**src/rtl/core/cvq_pkg.sv**
```systemverilog
`timescale 1ns / 1ps
// ----------------------------------------------------------------------------
// cvq_pkg
// shared types and constants for the 2-d competitive learning quantizer
// ----------------------------------------------------------------------------
package cvq_pkg;

    localparam int NUM_PROTOTYPES_DEF = 10;
    localparam logic [15:0] LEARNING_RATE_RST = 16'd6554;

    typedef enum logic [1:0] {
        OP_LOAD  = 2'd0,
        OP_TRAIN = 2'd1,
        OP_READ  = 2'd2,
        OP_NONE  = 2'd3
    } opcode_t;

    typedef enum logic [2:0] {
        ST_IDLE,
        ST_DIRECT,
        ST_READ,
        ST_RWAIT,
        ST_SCAN,
        ST_DRAIN,
        ST_UPD1,
        ST_UPD2
    } state_t;

endpackage

```
**src/rtl/core/cvq_move.sv**
```systemverilog
`timescale 1ns / 1ps
// ----------------------------------------------------------------------------
// cvq_move
// moves one coordinate toward the sample by eta * (s - w), floor shift by 16
// ----------------------------------------------------------------------------
module cvq_move (
    input  logic               aclk,
    input  logic               en,
    input  logic signed [15:0] w,
    input  logic signed [15:0] s,
    input  logic        [15:0] eta,
    output logic signed [15:0] w_new
);
    logic signed [16:0] diff;
    logic signed [33:0] prod;
    logic signed [33:0] prod_reg;
    logic signed [15:0] w_reg;
    logic signed [17:0] sum;

    assign diff = $signed({s[15], s}) - $signed({w[15], w});
    assign prod = diff * $signed({1'b0, eta});

    always_ff @(posedge aclk) begin
        if (en) begin
            prod_reg <= prod;
            w_reg    <= w;
        end
    end

    assign sum   = $signed({{2{w_reg[15]}}, w_reg}) + $signed(prod_reg[33:16]);
    assign w_new = sum[15:0];

endmodule

```
**src/rtl/core/competitive_learning_vq_2d.sv**
```systemverilog
`timescale 1ns / 1ps
// ----------------------------------------------------------------------------
// competitive_learning_vq_2d
// winner-take-all vector quantizer over a memory of 2-d prototypes
// ----------------------------------------------------------------------------
//  channel   dir  handshake               contents
//  s_axis    in   s_axis_tvalid/tready    tuser: opcode, tdata: slot, x, y
//  m_axis    out  m_axis_tvalid/tready    tdata: winner, distance, x, y
//  cfg       in   cfg_we                  cfg_wdata: learning rate
//
//  train passes the accept cycle, one memory read per prototype, then a drain
//  of the distance pipeline and an update in the states ST_UPD1 and ST_UPD2
//  load uses ST_DIRECT; read uses ST_READ, then ST_RWAIT for the registered read
//  reset is synchronous, active low; memory contents are not cleared
//  a new word is taken while the last result waits in the output register;
//  a finished item holds in its last state until that register frees
// ----------------------------------------------------------------------------
module competitive_learning_vq_2d #(
    parameter int NUM_PROTOTYPES = cvq_pkg::NUM_PROTOTYPES_DEF
) (
    input  logic        aclk,
    input  logic        aresetn,
    input  logic        s_axis_tvalid,
    output logic        s_axis_tready,
    input  logic [39:0] s_axis_tdata,   // proto_index, sample_x, sample_y, zero pad
    input  logic [1:0]  s_axis_tuser,   // opcode
    output logic        m_axis_tvalid,
    input  logic        m_axis_tready,
    output logic [71:0] m_axis_tdata,   // winner_index, squared_distance, proto_x,
                                        // proto_y, zero pad
    input  logic        cfg_we,
    input  logic [15:0] cfg_wdata
);
    import cvq_pkg::*;

    localparam int AW = $clog2(NUM_PROTOTYPES);
    localparam int IW = ((AW > 4) ? AW : 4) + 1;
    localparam logic [AW-1:0] LAST_ADDR = AW'(NUM_PROTOTYPES - 1);

    state_t state_reg, state_next;

    logic               s_acc;
    logic               out_free;
    opcode_t            op_reg;
    logic [3:0]         slot_reg;
    logic signed [15:0] sx_reg, sy_reg;
    logic [15:0]        learning_rate_reg;
    logic [IW-1:0]      slot_wide;
    logic [AW-1:0]      slot_addr;
    logic               slot_ok;

    logic [31:0]        mem [NUM_PROTOTYPES];
    logic               mem_we, mem_re;
    logic [AW-1:0]      mem_waddr, mem_raddr;
    logic [31:0]        mem_wdata;
    logic [31:0]        rd_data_reg;

    logic [AW-1:0]      scan_addr_reg;
    logic               v0_reg, v1_reg, v2_reg;
    logic [AW-1:0]      idx0_reg, idx1_reg, idx2_reg;
    logic signed [16:0] dx1_reg, dy1_reg;
    logic signed [15:0] px1_reg, py1_reg, px2_reg, py2_reg;
    logic signed [33:0] mulx, muly;
    logic [31:0]        sqx2_reg, sqy2_reg;
    logic [32:0]        dsum;
    logic [32:0]        best_reg;
    logic [AW-1:0]      best_idx_reg;
    logic signed [15:0] bx_reg, by_reg;
    logic [IW-1:0]      best_wide;

    logic               move_en;
    logic signed [15:0] new_x, new_y;

    logic               out_ld;
    logic [3:0]         out_idx;
    logic [32:0]        out_dist;
    logic [15:0]        out_x, out_y;
    logic               m_valid_reg;
    logic [3:0]         m_idx_reg;
    logic [32:0]        m_dist_reg;
    logic [15:0]        m_x_reg, m_y_reg;

    assign s_acc     = s_axis_tvalid && s_axis_tready;
    assign out_free  = !m_valid_reg || m_axis_tready;
    assign slot_wide = IW'(slot_reg);
    assign slot_addr = slot_wide[AW-1:0];
    assign slot_ok   = slot_wide < IW'(NUM_PROTOTYPES);
    assign best_wide = IW'(best_idx_reg);

    // learning rate
    always_ff @(posedge aclk) begin
        if (!aresetn) begin
            learning_rate_reg <= LEARNING_RATE_RST;
        end else if (cfg_we) begin
            learning_rate_reg <= cfg_wdata;
        end
    end

    // input capture
    always_ff @(posedge aclk) begin
        if (s_acc) begin
            op_reg   <= opcode_t'(s_axis_tuser);
            slot_reg <= s_axis_tdata[3:0];
            sx_reg   <= s_axis_tdata[19:4];
            sy_reg   <= s_axis_tdata[35:20];
        end
    end

    // prototype memory
    always_ff @(posedge aclk) begin
        if (mem_we) begin
            mem[mem_waddr] <= mem_wdata;
        end
        if (mem_re) begin
            rd_data_reg <= mem[mem_raddr];
        end
    end

    // scan address
    always_ff @(posedge aclk) begin
        if (s_acc) begin
            scan_addr_reg <= '0;
        end else if (state_reg == ST_SCAN && scan_addr_reg != LAST_ADDR) begin
            scan_addr_reg <= scan_addr_reg + AW'(1);
        end
    end

    // distance pipeline valids
    always_ff @(posedge aclk) begin
        if (!aresetn) begin
            v0_reg <= 1'b0;
            v1_reg <= 1'b0;
            v2_reg <= 1'b0;
        end else begin
            v0_reg <= (state_reg == ST_SCAN);
            v1_reg <= v0_reg;
            v2_reg <= v1_reg;
        end
    end

    assign mulx = dx1_reg * dx1_reg;
    assign muly = dy1_reg * dy1_reg;
    assign dsum = {1'b0, sqx2_reg} + {1'b0, sqy2_reg};

    // distance pipeline data and running minimum
    always_ff @(posedge aclk) begin
        idx0_reg <= scan_addr_reg;

        idx1_reg <= idx0_reg;
        px1_reg  <= rd_data_reg[15:0];
        py1_reg  <= rd_data_reg[31:16];
        dx1_reg  <= $signed({sx_reg[15], sx_reg})
                    - $signed({rd_data_reg[15], rd_data_reg[15:0]});
        dy1_reg  <= $signed({sy_reg[15], sy_reg})
                    - $signed({rd_data_reg[31], rd_data_reg[31:16]});

        idx2_reg <= idx1_reg;
        px2_reg  <= px1_reg;
        py2_reg  <= py1_reg;
        sqx2_reg <= mulx[31:0];
        sqy2_reg <= muly[31:0];

        if (s_acc) begin
            best_reg <= '1;
        end else if (v2_reg && dsum <= best_reg) begin
            best_reg     <= dsum;
            best_idx_reg <= idx2_reg;
            bx_reg       <= px2_reg;
            by_reg       <= py2_reg;
        end
    end

    cvq_move u_move_x (
        .aclk  (aclk),
        .en    (move_en),
        .w     (bx_reg),
        .s     (sx_reg),
        .eta   (learning_rate_reg),
        .w_new (new_x)
    );

    cvq_move u_move_y (
        .aclk  (aclk),
        .en    (move_en),
        .w     (by_reg),
        .s     (sy_reg),
        .eta   (learning_rate_reg),
        .w_new (new_y)
    );

    always_ff @(posedge aclk) begin
        if (!aresetn) begin
            state_reg <= ST_IDLE;
        end else begin
            state_reg <= state_next;
        end
    end

    always_comb begin
        state_next = state_reg;
        mem_we     = 1'b0;
        mem_waddr  = slot_addr;
        mem_wdata  = {sy_reg, sx_reg};
        mem_re     = 1'b0;
        mem_raddr  = scan_addr_reg;
        move_en    = 1'b0;
        out_ld     = 1'b0;
        out_idx    = slot_reg;
        out_dist   = '0;
        out_x      = '0;
        out_y      = '0;
        unique case (state_reg)
            ST_IDLE: begin
                if (s_acc) begin
                    unique case (opcode_t'(s_axis_tuser))
                        OP_TRAIN: state_next = ST_SCAN;
                        OP_READ:  state_next = ST_READ;
                        OP_LOAD,
                        OP_NONE:  state_next = ST_DIRECT;
                    endcase
                end
            end
            ST_DIRECT: begin
                if (op_reg == OP_LOAD) begin
                    if (slot_ok) begin
                        out_x = sx_reg;
                        out_y = sy_reg;
                    end
                end else begin
                    out_idx = '0;
                end
                if (out_free) begin
                    mem_we     = (op_reg == OP_LOAD) && slot_ok;
                    out_ld     = 1'b1;
                    state_next = ST_IDLE;
                end
            end
            ST_READ: begin
                mem_re     = slot_ok;
                mem_raddr  = slot_addr;
                state_next = ST_RWAIT;
            end
            ST_RWAIT: begin
                if (slot_ok) begin
                    out_x = rd_data_reg[15:0];
                    out_y = rd_data_reg[31:16];
                end
                if (out_free) begin
                    out_ld     = 1'b1;
                    state_next = ST_IDLE;
                end
            end
            ST_SCAN: begin
                mem_re = 1'b1;
                if (scan_addr_reg == LAST_ADDR) begin
                    state_next = ST_DRAIN;
                end
            end
            ST_DRAIN: begin
                if (!(v0_reg || v1_reg || v2_reg)) begin
                    state_next = ST_UPD1;
                end
            end
            ST_UPD1: begin
                move_en    = 1'b1;
                state_next = ST_UPD2;
            end
            ST_UPD2: begin
                mem_waddr = best_idx_reg;
                mem_wdata = {new_y, new_x};
                out_idx   = best_wide[3:0];
                out_dist  = best_reg;
                out_x     = new_x;
                out_y     = new_y;
                if (out_free) begin
                    mem_we     = 1'b1;
                    out_ld     = 1'b1;
                    state_next = ST_IDLE;
                end
            end
            default: state_next = ST_IDLE;
        endcase
    end

    // output register
    always_ff @(posedge aclk) begin
        if (!aresetn) begin
            m_valid_reg <= 1'b0;
        end else if (out_ld) begin
            m_valid_reg <= 1'b1;
        end else if (m_axis_tready) begin
            m_valid_reg <= 1'b0;
        end
    end

    always_ff @(posedge aclk) begin
        if (out_ld) begin
            m_idx_reg  <= out_idx;
            m_dist_reg <= out_dist;
            m_x_reg    <= out_x;
            m_y_reg    <= out_y;
        end
    end

    assign s_axis_tready = (state_reg == ST_IDLE);
    assign m_axis_tvalid = m_valid_reg;
    assign m_axis_tdata  = {3'b000, m_y_reg, m_x_reg, m_dist_reg, m_idx_reg};

`ifndef SYNTH
    a_busy_after_accept: assert property (@(posedge aclk) disable iff (!aresetn)
        s_acc |=> !s_axis_tready)
        else $error("input taken while an item is in flight");

    a_no_write_during_scan: assert property (@(posedge aclk) disable iff (!aresetn)
        mem_we |-> !(v0_reg || v1_reg || v2_reg))
        else $error("memory written while distance pipeline busy");

    a_update_after_drain: assert property (@(posedge aclk) disable iff (!aresetn)
        (state_reg == ST_UPD1) |-> !(v0_reg || v1_reg || v2_reg))
        else $error("update started before scan drained");

    a_result_source: assert property (@(posedge aclk) disable iff (!aresetn)
        $rose(m_valid_reg) |-> ($past(state_reg) == ST_DIRECT
            || $past(state_reg) == ST_RWAIT || $past(state_reg) == ST_UPD2))
        else $error("result word raised outside a finishing state");
`endif

endmodule
```
**config.mk**
```make
export PLATFORM = sky130hd
export DESIGN_NAME = competitive_learning_vq_2d
export DESIGN_NICKNAME = d
export VERILOG_FILES = /design/src/rtl/core/cvq_pkg.sv /design/src/rtl/core/cvq_move.sv /design/src/rtl/core/competitive_learning_vq_2d.sv
export SDC_FILE = /design/constraint.sdc
export NUM_CORES = 2
export LEC_CHECK = 0
export BUFFER_PORTS_ARGS = -buffer_cell sky130_fd_sc_hd__buf_2
export CAP_MARGIN = 5
export CORE_MARGIN = 1
export CORE_UTILIZATION = 42
export DETAILED_ROUTE_END_ITERATION = 16
export PLACE_DENSITY = 0.56
export SLEW_MARGIN = 30
export SYNTH_ARGS = -nofsm -noshare
export SYNTH_HDL_FRONTEND = slang
export SYNTH_SLANG_ARGS = --single-unit
```
**constraint.sdc**
```tcl
create_clock -name aclk -period 7.6 [get_ports aclk]
set_input_delay 1.14 -clock aclk [delete_from_list [all_inputs] [get_ports aclk]]
set_output_delay 1.14 -clock aclk [all_outputs]
set_load 0.02 [all_outputs]
```
==> results.txt <==
Status = complete, but fails checks
Failing checks = setup timing
Reg2Reg Setup Slack = -380 ps
Fin. max-slew vios = 0
PortBufs = 129
Fmax = 125.2 MHz
Unrepaired setup endpoints after global routing = yes
Class of the worst hold path = flip-flop to flip-flop
Post-synth EDFFs = 559
CP max FO = 4
Die ar. = 169,100 um^2
Max cap viols = 0
Crit path kind = flip-flop to flip-flop
Fin nets = 8,470
Cell Area, Placed = 76,240 um^2
Sequential-to-total area share from yosys stat = 0.3048
Worst setup margin = -384.8 ps
Final Hold Fails = 0
Hold path cells = 0
Final critical-path required period = 7985 ps
Max incr delay on CP = 580 ps
Commonest non-fill, non-tap cell in the layout = inv_1
Asr flop ratio synth = 0
Min-Delay Startpoint = py1_reg[9]$_DFF_P_
Worst-path clk slew = 60 ps
Hold worst-path end = py2_reg[9]$_DFF_P_
Core ar. = 165,500 um^2
CTS Buffer Depth = 3
Share of cells above drive strength 1 = 0.1453
Routability cong. = 0.8672
CP Data Arrival Time = 8420 ps
Pre-Repair DR Iteration Count = 7
Fillers = 15.14k
Routed len/inst = 19.43 um
GRT overflow = 0
TritonCTS clock tree = done
Die W = 411.2 um
#FFs+latches synth = 791
Cell variety after synth = 81
GRT Overall Usage = 0.2167
Cells after Synth = 6,449
Fin area = 80,660 um^2
Die Ht = 411.2 um
Primary FF master, synth = edfxtp_1
Crit end category = flip-flop
Crit-path slowest cell = fa_1
Max reg flops = 320
Num rows = 149
Most common cell on crit path = fa_1
Worst slew pin tran = 954.5 ps
Worst EP required = 8030 ps
Commonest non-fill, non-tap cells in the layout = inv_1, fa_1, nand2_1, edfxtp_1, ha_1
Clock Skew = 110.0 ps
Root Driver = clkbuf_16
Post-CTS Hold Fix Bufs = 0
Worst r2r path cells = 34
CP Launch Type = flip-flop
Worst skew pair latency = 730 ps
Finish-stage setup viols = 16
First-pass GRT wire length = 281,600 um
H-tree depth = 3
WHS = 292.5 ps
Iteration-0 DRC Markers = 2,764
Reg-to-reg startpoint = sx_reg[0]$_DFFE_PP_
Slew Limit Headroom = 0.3637
Synthesized area = 70,320 um^2
Vias in the first global route = 48.89k
Avg Cell Area, Syn = 10.90 um^2
Final WL = 177,600 um
Area Overhead vs Synth = 14.71%
Largest net degree at the start of global routing = 65
Initial antenna violation count = 15
# IOs = 137
Part of the cycle the worst path needs = 1.051
DR DRC count = 0
Initial core utilization = 0.4248
Routed vias = 45.94k
Hpwl dp = 141,100 um
DRT antenna net count = 0
CTS Buf Count = 84
Clock Sink Count = 791
Via density = 5.025
Yosys warns = 0
FF-to-FF End = u_move_x.prod_reg[25]$_DFFE_PP_
synth_stat cells (9+ instances only):
master    number  area [um^2]
o21a_1        39        292.8
xnor2_1      185         1620
edfxtp_1     559        16790
buf_2         11        55.05
o21bai_1      13        97.59
a211oi_1      53        397.9
fa_1        1038        20780
nand3_1       47        235.2
ha_1         490         6131
nand2b_1      52        325.3
o211ai_1      12        90.09
nor3_1        61        305.3
o21ai_0       91        455.4
or2_2         14        87.58
nor2_1       238        893.4
a21o_1        53        397.9
or3_1         18        112.6
mux4_2        64         1441
clkbuf_1     184        690.7
a21oi_1      147        735.7
o31ai_1       14        105.1
nand4_1        9        56.30
buf_1          9        33.78
nand2_1      591         2218
inv_1       1376         5165
a22oi_1       29        217.7
a31oi_1       28        175.2
and2_1       363         2271
nor2b_1      122        763.2
dfxtp_1      232         4644
a21boi_0      12        90.09
xor2_1        62        543.0
and3_1        27        168.9
mux2i_1       80        800.8
area by class of cell:
type / instances / area, um^2 / share of cell area
Inverter: 1378 / 5172 / 0.06412
Tap cell: 2189 / 2739 / 0.03395
Clock buffer: 107 / 2302 / 0.02854
Clock inverter: 51 / 704.4 / 0.008733
Timing Repair Buffer: 549 / 4069 / 0.05044
Antenna cell: 1 / 2.502 / 0.00003102
Sequential cell: 791 / 21430 / 0.2657
Multi-Input combinational cell: 4075 / 44240 / 0.5484
metal layers:
layer,GRT usage,vias to the layer above,share of wire
li1,-,21190,-
met1,0.3069,23630,0.45
met2,0.3622,911,0.49
met3,0.01816,200,0.043
met4,0.04775,2,0.022
met5,0,-,0.000039
stage by stage:
| stage | utilization | TNS [ps] | cells | worst slack (ps) |
|---|---|---|---|---|
| floorplan | - | -284.1 | 6451 | -155.7 |
| finish | 0.4873 | -3208 | 9141 | -384.8 |
| global placement | 0.4601 | -8868 | 8939 | -656.0 |
| global route | 0.4872 | -9790 | 9140 | -596.0 |
| CTS | 0.4824 | -2900 | 9115 | -344.9 |
| detailed placement | 0.4605 | -10300 | 8941 | -711.6 |
worst max-delay path, delay by kind of cell (launching register included):
kind                       cells  cell delay [ps]
adders and majority gates      9             3740
AOI/OAI and AO/OA             10             1530
and+or+nand+nor                6             1100
buffers and inverters          7              710
DFF                            1              380
xor gates and xnor gates       2              290
what timing repair did:
item,CTS,global route
buffers inserted,24,30
resized for setup,108,142
endpoints found under the setup margin,26,30
pin swaps,86,98
worst max-delay path by stage:
stage	startpoint	to	cells after the start	slack (ps)
final	sx_reg[0]$_DFFE_PP_	u_move_x.prod_reg[25]$_DFFE_PP_	34	-380
after global routing	sx_reg[0]$_DFFE_PP_	u_move_x.prod_reg[31]$_DFFE_PP_	31	-600
after CTS	sx_reg[0]$_DFFE_PP_	u_move_x.prod_reg[31]$_DFFE_PP_	31	-340
after detailed placement	sx_reg[1]$_DFFE_PP_	u_move_x.prod_reg[30]$_DFFE_PP_	33	-710
after global placement	bx_reg[1]$_DFFE_PP_	u_move_x.prod_reg[30]$_DFFE_PP_	34	-660
after floorplan	bx_reg[1]$_DFFE_PP_	u_move_x.prod_reg[31]$_DFFE_PP_	34	-160
logic make-up after synthesis:
logic type | share of synthesized area
simple gates | 0.1079
compound gates | 0.05615
buf+inv | 0.08496
other cells | 0.00005333
xor+xnor | 0.03076
flops | 0.3048
fa+ha+maj | 0.3834
mux | 0.03205
Power is left out: the tool's default activity adds up to more than one toggle a clock period on the data nets, which glitch-free logic cannot reach.
